### config.mk
export PLATFORM = sky130hd
export DESIGN_NAME = sliding_mean_filter_core_flat
export DESIGN_NICKNAME = d
export VERILOG_FILES = /design/src/hdl/smf_pkg.sv /design/src/hdl/smf_if.sv /design/src/hdl/smf_cell.sv /design/src/hdl/smf_div.sv /design/src/hdl/sliding_mean_filter_core.sv /design/src/flat_wrapper.sv
export SDC_FILE = /design/constraint.sdc
export NUM_CORES = 1
export LEC_CHECK = 0
export ABC_AREA = 0
export BUFFER_PORTS_ARGS = -buffer_cell sky130_fd_sc_hd__buf_2
export CAP_MARGIN = 5
export CORE_UTILIZATION = 39
export CTS_BUF_LIST = sky130_fd_sc_hd__clkbuf_4
export CTS_CLUSTER_DIAMETER = 40
export DETAILED_ROUTE_END_ITERATION = 10
export GPL_TIMING_DRIVEN = 0
export PLACE_DENSITY = 0.65
export SLEW_MARGIN = 15
export SYNTH_ARGS = -nofsm -noshare
export SYNTH_HDL_FRONTEND = slang
export SYNTH_SLANG_ARGS = --single-unit
### constraint.sdc
create_clock -name clk_i -period 3.19 [get_ports clk_i]
set_clock_uncertainty 0.1 [all_clocks]
set_input_delay 0.319 -clock clk_i [delete_from_list [all_inputs] [get_ports clk_i]]
set_output_delay 0.319 -clock clk_i [all_outputs]
set_load 0.01 [all_outputs]
### src/hdl/smf_pkg.sv
// shared constants and types of the sliding mean filter
`default_nettype none

package smf_pkg;

  // width of the mean field of a result word
  localparam int MEAN_W = 16;

  // status of the divider as seen by the control logic
  typedef struct packed {
    logic busy;   // division steps in progress
    logic done;   // quotient ready and held until taken
  } div_status_t;

endpackage

`default_nettype wire

### src/hdl/smf_if.sv
// valid/ready channel interfaces for sample and result words
`default_nettype none

interface smf_in_if #(
  parameter int SAMPLE_WIDTH = 16
);
  logic                           valid;
  logic                           ready;
  logic signed [SAMPLE_WIDTH-1:0] sample;

  modport source (output valid, output sample, input ready);
  modport sink   (input valid, input sample, output ready);
endinterface

interface smf_out_if;
  logic                              valid;
  logic                              ready;
  logic signed [smf_pkg::MEAN_W-1:0] mean_value;
  logic                              window_full;

  modport source (output valid, output mean_value, output window_full, input ready);
  modport sink   (input valid, input mean_value, input window_full, output ready);
endinterface

`default_nettype wire

### src/hdl/smf_cell.sv
// one window cell: holds a sample and passes it on when a new word shifts in
`default_nettype none

module smf_cell #(
  parameter int SAMPLE_WIDTH = 16
) (
  input  wire logic                           clk_i,
  input  wire logic                           rst_ni,
  input  wire logic                           shift_i,
  input  wire logic signed [SAMPLE_WIDTH-1:0] data_i,
  output      logic signed [SAMPLE_WIDTH-1:0] data_o
);

  logic signed [SAMPLE_WIDTH-1:0] data_q;

  // window starts out as all zero samples
  always_ff @(posedge clk_i or negedge rst_ni) begin
    if (!rst_ni) begin
      data_q <= '0;
    end else if (shift_i) begin
      data_q <= data_i;
    end
  end

  assign data_o = data_q;

endmodule

`default_nettype wire

### src/hdl/smf_div.sv
// restoring divider, one quotient bit per cycle, truncates toward zero
`default_nettype none

module smf_div #(
  parameter int SUM_W = 20,
  parameter int DIV_W = 5
) (
  input  wire logic                    clk_i,
  input  wire logic                    rst_ni,
  input  wire logic                    start_i,
  input  wire logic signed [SUM_W-1:0] dividend_i,
  input  wire logic        [DIV_W-1:0] divisor_i,
  input  wire logic                    take_i,
  output      smf_pkg::div_status_t    status_o,
  output      logic signed [SUM_W-1:0] quot_o
);

  localparam int CNT_W = (SUM_W > 1) ? $clog2(SUM_W) : 1;

  typedef enum logic [1:0] {
    S_IDLE,
    S_RUN,
    S_DONE
  } state_e;

  state_e             state_q;
  logic [CNT_W-1:0]   step_q;
  logic               neg_q;
  logic [SUM_W-1:0]   mag_q;
  logic [DIV_W-1:0]   rem_q;
  logic [DIV_W-1:0]   den_q;

  logic [SUM_W-1:0]   din_u;
  logic [SUM_W-1:0]   abs_in;
  logic [DIV_W:0]     trial;
  logic [DIV_W:0]     diff;
  logic               fits;
  logic [DIV_W-1:0]   rem_next;

  assign din_u  = dividend_i;
  assign abs_in = din_u[SUM_W-1] ? (~din_u + SUM_W'(1)) : din_u;

  // shift in the next dividend bit and try a subtraction
  assign trial    = {rem_q, mag_q[SUM_W-1]};
  assign diff     = trial - {1'b0, den_q};
  assign fits     = (trial >= {1'b0, den_q});
  assign rem_next = fits ? diff[DIV_W-1:0] : trial[DIV_W-1:0];

  always_ff @(posedge clk_i or negedge rst_ni) begin
    if (!rst_ni) begin
      state_q <= S_IDLE;
      step_q  <= '0;
      neg_q   <= 1'b0;
      mag_q   <= '0;
      rem_q   <= '0;
      den_q   <= '0;
    end else begin
      case (state_q)
        S_IDLE: begin
          if (start_i) begin
            neg_q   <= din_u[SUM_W-1];
            mag_q   <= abs_in;
            rem_q   <= '0;
            den_q   <= divisor_i;
            step_q  <= CNT_W'(SUM_W - 1);
            state_q <= S_RUN;
          end
        end
        S_RUN: begin
          rem_q <= rem_next;
          mag_q <= {mag_q[SUM_W-2:0], fits};
          if (step_q == '0) begin
            state_q <= S_DONE;
          end else begin
            step_q <= step_q - CNT_W'(1);
          end
        end
        S_DONE: begin
          if (take_i) begin
            state_q <= S_IDLE;
          end
        end
        default: begin
          state_q <= S_IDLE;
        end
      endcase
    end
  end

  assign status_o.busy = (state_q == S_RUN);
  assign status_o.done = (state_q == S_DONE);
  assign quot_o        = neg_q ? signed'(~mag_q + SUM_W'(1)) : signed'(mag_q);

endmodule

`default_nettype wire

### src/hdl/sliding_mean_filter_core.sv
// sliding mean filter top level: cell chain window, running sum and divider
//
// usage
//   in_i carries one signed sample word per transfer (valid/ready), out_o
//   delivers one result word per sample: the mean of the window, truncated
//   toward zero, and a window_full flag
//   the window is a row of WINDOW_LENGTH cells; each accepted sample shifts
//   in at the head and the oldest drops off the tail, its value subtracted
//   from the running sum while the new one is added
//   during warm-up the divisor is the number of samples seen so far, the
//   current one included; from the WINDOW_LENGTH-th sample on it is
//   WINDOW_LENGTH and window_full reads 1
//   result path: the new sum, SUM_W = SAMPLE_WIDTH + clog2(WINDOW_LENGTH)
//   bits wide, goes to the divider, which retires one quotient bit per
//   cycle and holds the quotient until the output register takes it
//   a sample is not taken while the last one is still in the divider; the
//   next sample is taken once the quotient moves into the output register,
//   even if that word still waits for the receiver
//   receiver stall: the result word holds in the output register and a
//   finished quotient waits in the divider, which blocks new samples
//   reset: all cells, the running sum and the fill count go to zero
`default_nettype none

module sliding_mean_filter_core #(
  parameter int WINDOW_LENGTH = 16,
  parameter int SAMPLE_WIDTH  = 16
) (
  input  wire logic  clk_i,
  input  wire logic  rst_ni,
  smf_in_if.sink     in_i,
  smf_out_if.source  out_o
);

  localparam int SUM_W = SAMPLE_WIDTH + $clog2(WINDOW_LENGTH);
  localparam int IDX_W = $clog2(WINDOW_LENGTH);
  localparam int DIV_W = $clog2(WINDOW_LENGTH + 1);

  // window cells, tap zero is the incoming sample, the last tap the oldest
  logic signed [SAMPLE_WIDTH-1:0] tap [WINDOW_LENGTH+1];

  // running sum and warm-up tracking
  logic signed [SUM_W-1:0] sum_q;
  logic signed [SUM_W-1:0] sum_d;
  logic [IDX_W-1:0]        count_q;
  logic                    filled_q;
  logic [DIV_W-1:0]        seen;
  logic                    fill_hit;
  logic [DIV_W-1:0]        divisor;

  // handshakes
  logic in_fire;
  logic out_load;

  // divider
  smf_pkg::div_status_t    div_st;
  logic signed [SUM_W-1:0] quot;

  // output register
  logic                              out_valid_q;
  logic signed [smf_pkg::MEAN_W-1:0] mean_q;
  logic                              full_q;

  // new samples only while the divider is free
  assign in_i.ready = !div_st.busy && !div_st.done;
  assign in_fire    = in_i.valid && in_i.ready;

  // cell chain
  assign tap[0] = in_i.sample;

  for (genvar k = 0; k < WINDOW_LENGTH; k++) begin : g_cell
    smf_cell #(
      .SAMPLE_WIDTH (SAMPLE_WIDTH)
    ) u_cell (
      .clk_i   (clk_i),
      .rst_ni  (rst_ni),
      .shift_i (in_fire),
      .data_i  (tap[k]),
      .data_o  (tap[k+1])
    );
  end

  // drop the oldest sample, add the new one
  assign sum_d = sum_q - SUM_W'(tap[WINDOW_LENGTH]) + SUM_W'(in_i.sample);

  // samples seen including this one; the window fills on the last slot
  assign seen     = DIV_W'(count_q) + DIV_W'(1);
  assign fill_hit = (seen == DIV_W'(WINDOW_LENGTH));
  assign divisor  = (filled_q || fill_hit) ? DIV_W'(WINDOW_LENGTH) : seen;

  always_ff @(posedge clk_i or negedge rst_ni) begin
    if (!rst_ni) begin
      sum_q    <= '0;
      count_q  <= '0;
      filled_q <= 1'b0;
    end else if (in_fire) begin
      sum_q <= sum_d;
      if (!filled_q) begin
        if (fill_hit) begin
          filled_q <= 1'b1;
          count_q  <= '0;
        end else begin
          count_q <= seen[IDX_W-1:0];
        end
      end
    end
  end

  smf_div #(
    .SUM_W (SUM_W),
    .DIV_W (DIV_W)
  ) u_div (
    .clk_i      (clk_i),
    .rst_ni     (rst_ni),
    .start_i    (in_fire),
    .dividend_i (sum_d),
    .divisor_i  (divisor),
    .take_i     (out_load),
    .status_o   (div_st),
    .quot_o     (quot)
  );

  // move the quotient on when the output register is free or being emptied
  assign out_load = div_st.done && (!out_valid_q || out_o.ready);

  always_ff @(posedge clk_i or negedge rst_ni) begin
    if (!rst_ni) begin
      out_valid_q <= 1'b0;
    end else if (out_load) begin
      out_valid_q <= 1'b1;
    end else if (out_o.ready) begin
      out_valid_q <= 1'b0;
    end
  end

  // result payload, wrapped to the mean width
  always_ff @(posedge clk_i) begin
    if (out_load) begin
      mean_q <= smf_pkg::MEAN_W'(quot);
      full_q <= filled_q;
    end
  end

  assign out_o.valid       = out_valid_q;
  assign out_o.mean_value  = mean_q;
  assign out_o.window_full = full_q;

  // an accepted sample always starts a division
  a_start_div : assert property (@(posedge clk_i) disable iff (!rst_ni)
    in_fire |=> div_st.busy)
    else $error("divider did not start after a sample was accepted");

  // once filled, the window stays filled
  a_filled_sticky : assert property (@(posedge clk_i) disable iff (!rst_ni)
    filled_q |=> filled_q)
    else $error("window full flag cleared without reset");

  // a finished quotient reaches an empty output register in the following cycle
  a_result_moves : assert property (@(posedge clk_i) disable iff (!rst_ni)
    (div_st.done && !out_valid_q) |=> (out_valid_q && !div_st.done))
    else $error("finished quotient not moved to the output register");

endmodule

`default_nettype wire
### src/flat_wrapper.sv
// flat-port wrapper written by rule: the top's interface ports become plain ports
module sliding_mean_filter_core_flat 
#(
  parameter int WINDOW_LENGTH = 16,
  parameter int SAMPLE_WIDTH  = 16
)
  (clk_i, rst_ni, in_i_valid, in_i_sample, in_i_ready, out_o_valid, out_o_mean_value, out_o_window_full, out_o_ready);
  smf_in_if #(.SAMPLE_WIDTH(SAMPLE_WIDTH)) in_i_i ();
  smf_out_if out_o_i ();
  input  wire logic clk_i;
  input  wire logic rst_ni;
  input wire logic [$bits(in_i_i.valid)-1:0] in_i_valid;
  input wire logic [$bits(in_i_i.sample)-1:0] in_i_sample;
  output wire logic [$bits(in_i_i.ready)-1:0] in_i_ready;
  output wire logic [$bits(out_o_i.valid)-1:0] out_o_valid;
  output wire logic [$bits(out_o_i.mean_value)-1:0] out_o_mean_value;
  output wire logic [$bits(out_o_i.window_full)-1:0] out_o_window_full;
  input wire logic [$bits(out_o_i.ready)-1:0] out_o_ready;
  assign in_i_i.valid = in_i_valid;
  assign in_i_i.sample = in_i_sample;
  assign in_i_ready = in_i_i.ready;
  assign out_o_valid = out_o_i.valid;
  assign out_o_mean_value = out_o_i.mean_value;
  assign out_o_window_full = out_o_i.window_full;
  assign out_o_i.ready = out_o_ready;
  sliding_mean_filter_core #(.WINDOW_LENGTH(WINDOW_LENGTH), .SAMPLE_WIDTH(SAMPLE_WIDTH)) u_core (.clk_i(clk_i), .rst_ni(rst_ni), .in_i(in_i_i), .out_o(out_o_i));
endmodule
==> impl_metrics.ini <==
[timing]
post-route-min-period_ns = 3.67
period_share_pct = 115
finalSetupViolCount = 23
finalHoldViolCount = 0
slew_viol_final = 0
finalWorstSetupSlack_ns = -0.477
timing.fmax_mhz = 273
rsz0062_at_grt = true
slew_headroom_pct = 26.6
tightestPinTransition_ns = 1.09

[grt]
grt_start_max_net_pins = 104
grt_pass1_wl_um = 61800
met2_usage_pct = 31.0
grt_overflow_total = 0
busiest_layer = met2
use_met1_pct = 23.3
grt_pass1_vias = 12900
gr-usage-met3_pct = 3.16
antenna_found_initial = 1
grt_usage_pct = 18.5

[drt]
remaining_drc_errors = 0
vias = 12600
drt-initial-drc-count = 724
first_pass_iters = 5
routed_wl_um = 37100
wl_per_cell_um = 14.5
ant_nets = 0
via_per_inst = 4.89

[cells_and_area]
nets = 2059
syn_to_final_growth_pct = 20.5
drive_above_1_share_pct = 16.6

[synthesis]
ys_ff_latch = 337
yosysTopAreaCell = dfrtp_1
yosysTopAreaCellShare_pct = 50.9
synth.distinct_cells = 76
ys_warn_count = 0
ys_top_cells_by_area = dfrtp_1, nand2_1, edfxtp_1, ha_1, fa_1
netlist_top_cells_count = nand2_1, dfrtp_1, inv_1
ys_async_sr_fraction_pct = 95.0
synth_area_per_cell_um2 = 8.84
synth_seq_area_share_pct = 54.2
synth_edf_count = 17
syn_nets = 1854
synthCells = 1779
yosysMostFrequentCell = nand2_1
synthFlopType = dfrtp_1
syn_area_um2 = 15700

[critical_path]
end_kind = register
worst_setup_path_start_kind = register
critPathKind = register to register
cp_data_arrival_time_ns = 4.17
worstPathMaxFanout = 3
required_ns = 3.69

[floorplanning]
ioPinCount = 39
start_util_pct = 39.6
die_w_um = 203
die_h_um = 203
rows = 73
die-area_um2 = 41100
core_um2 = 39700

[cts]
clock_path_buffers = 3
cts_tree = yes
cts.sink_count = 337
cts_inserted_buffers = 89
path_clk_slew_ns = 0.07
clk_latency_ns = 0.74
htreeDepth = 3
cts_root_buf = clkbuf_4

[run_status]
violations = negative setup slack
outcome = finished, violations left

[min_path]
hp-class = primary input to register

[placement]
hpwl_um = 25200
portBuffers = 38
pre_cts_slack_ns = -0.907
gp_congestion = 0.891

[flow_run]
maxCapViolations = 0
==> cells in the final DEF (no fill, tap or decap), types with 33 or more instances in the layout <==
master / instances
a21oi_1: 33
nand2_1: 804
buf_4: 49
clkbuf_1: 67
inv_1: 90
nor2_1: 41
dfrtp_1: 318
clkbuf_4: 132
buf_2: 38
o21ai_0: 59
==> cells by family (layout without fill, tap and decap cells) <==
group                      after synthesis  after routing  synth area share, %
buffers and inverters                  183            445                 4.54
AOI/OAI and AO/OA                      209            209                 8.75
other                                    0              2                    0
xor gates and xnor gates                49             49                 2.73
DFF                                    337            337                 54.2
and+or+nand+nor                        939            939                 24.0
adders and majority gates               55             55                 5.33
muxes                                    7              7                0.525
==> critical path, cell delays in order (launching register included) <==
cell and delay (ns):
dfrtp_1 0.40, fa_1 0.52, buf_4 0.16, fa_2 0.41
nor2b_1 0.23, o2111ai_2 0.17, a21oi_2 0.24, nor2_1 0.10
o221ai_2 0.33, nand3_2 0.14, nand3b_4 0.21, o31ai_4 0.25
xor2_1 0.16, o22ai_1 0.11
==> through the flow <==
step | setup TNS [ns] | utilization (%) | cells | hold slack [ns] | cell area [µm²]
floorplan | -1.88 | - | 1779 | -0.0766 | 15700
global placement | -1380.09 | 41.8 | 2342 | 0.351 | 16600
detailed placement | -14.95 | 42.0 | 2345 | 0.193 | 16700
CTS | -6.00 | 47.0 | 2554 | 0.0237 | 18700
global route | -11.87 | 47.7 | 2568 | 0.0731 | 19000
finish | -8.01 | 47.7 | 2568 | 0.0968 | 19000
==> per-layer routing <==
layer | vias to the layer above | wire (µm)
li1 | 6137 | -
met1 | 6016 | 16200
met2 | 305 | 17800
met3 | 101 | 1730
met4 | 0 | 1380
met5 | - | 0
==> cell type report <==
cell class | instances | area [µm²]
multi-input combinational | 1259 | 7010
sequential | 337 | 8520
clock buffer | 132 | 991
inverter | 94 | 353
antenna | 2 | 5.00
timing repair buffer | 117 | 948
clock inverter | 16 | 91.3
fill | 3748 | 20800
tap | 525 | 657
buffer | 86 | 377
==> path summary, 6_finish.rpt <==
check | start | end | slack (ns) | depth (start not counted)
min in group asynchronous | rst_ni | u_core.u_div.state_q[0]$_DFFE_PN0P_ | 0.47 | 3
min reg2reg | u_core.g_cell[8].u_cell.data_o[11]$_DFFE_PN0P_ | u_core.g_cell[9].u_cell.data_o[11]$_DFFE_PN0P_ | 0.35 | 2
min | in_i_sample[0] | u_core.sum_q[0]$_DFFE_PN0P_ | 0.1 | 4
max in group asynchronous | rst_ni | u_core.g_cell[4].u_cell.data_o[7]$_DFFE_PN0P_ | 1.01 | 6
max | u_core.g_cell[15].u_cell.data_o[1]$_DFFE_PN0P_ | u_core.u_div.mag_q[18]$_DFFE_PN0P_ | -0.48 | 13
max reg2reg | u_core.g_cell[15].u_cell.data_o[1]$_DFFE_PN0P_ | u_core.u_div.mag_q[18]$_DFFE_PN0P_ | -0.48 | 13
==> state kept, by name (all words and copies together) (netlist names) <==
name	count
u_core.u_div.state_q	2
u_core.out_o.window_full	1
u_core.u_div.den_q	5
u_core.out_o.valid	1
u_core.u_div.neg_q	1
u_core.u_div.step_q	5
u_core.filled_q	1
u_core.g_cell.u_cell.data_o	256
u_core.u_div.mag_q	20
u_core.out_o.mean_value	16
u_core.sum_q	20
u_core.count_q	4
u_core.u_div.rem_q	5
==> repair_timing <==
item	in CTS	in global routing
endpoints found under the hold margin	168	0
endpoints found under the setup margin	26	26
pin swaps	47	23
buffers inserted	43	14
hold buffers	20	0
gates resized for setup	76	37
Power is not shown: default switching activity piles up to over one toggle a cycle in this logic, so the estimate is an artifact.
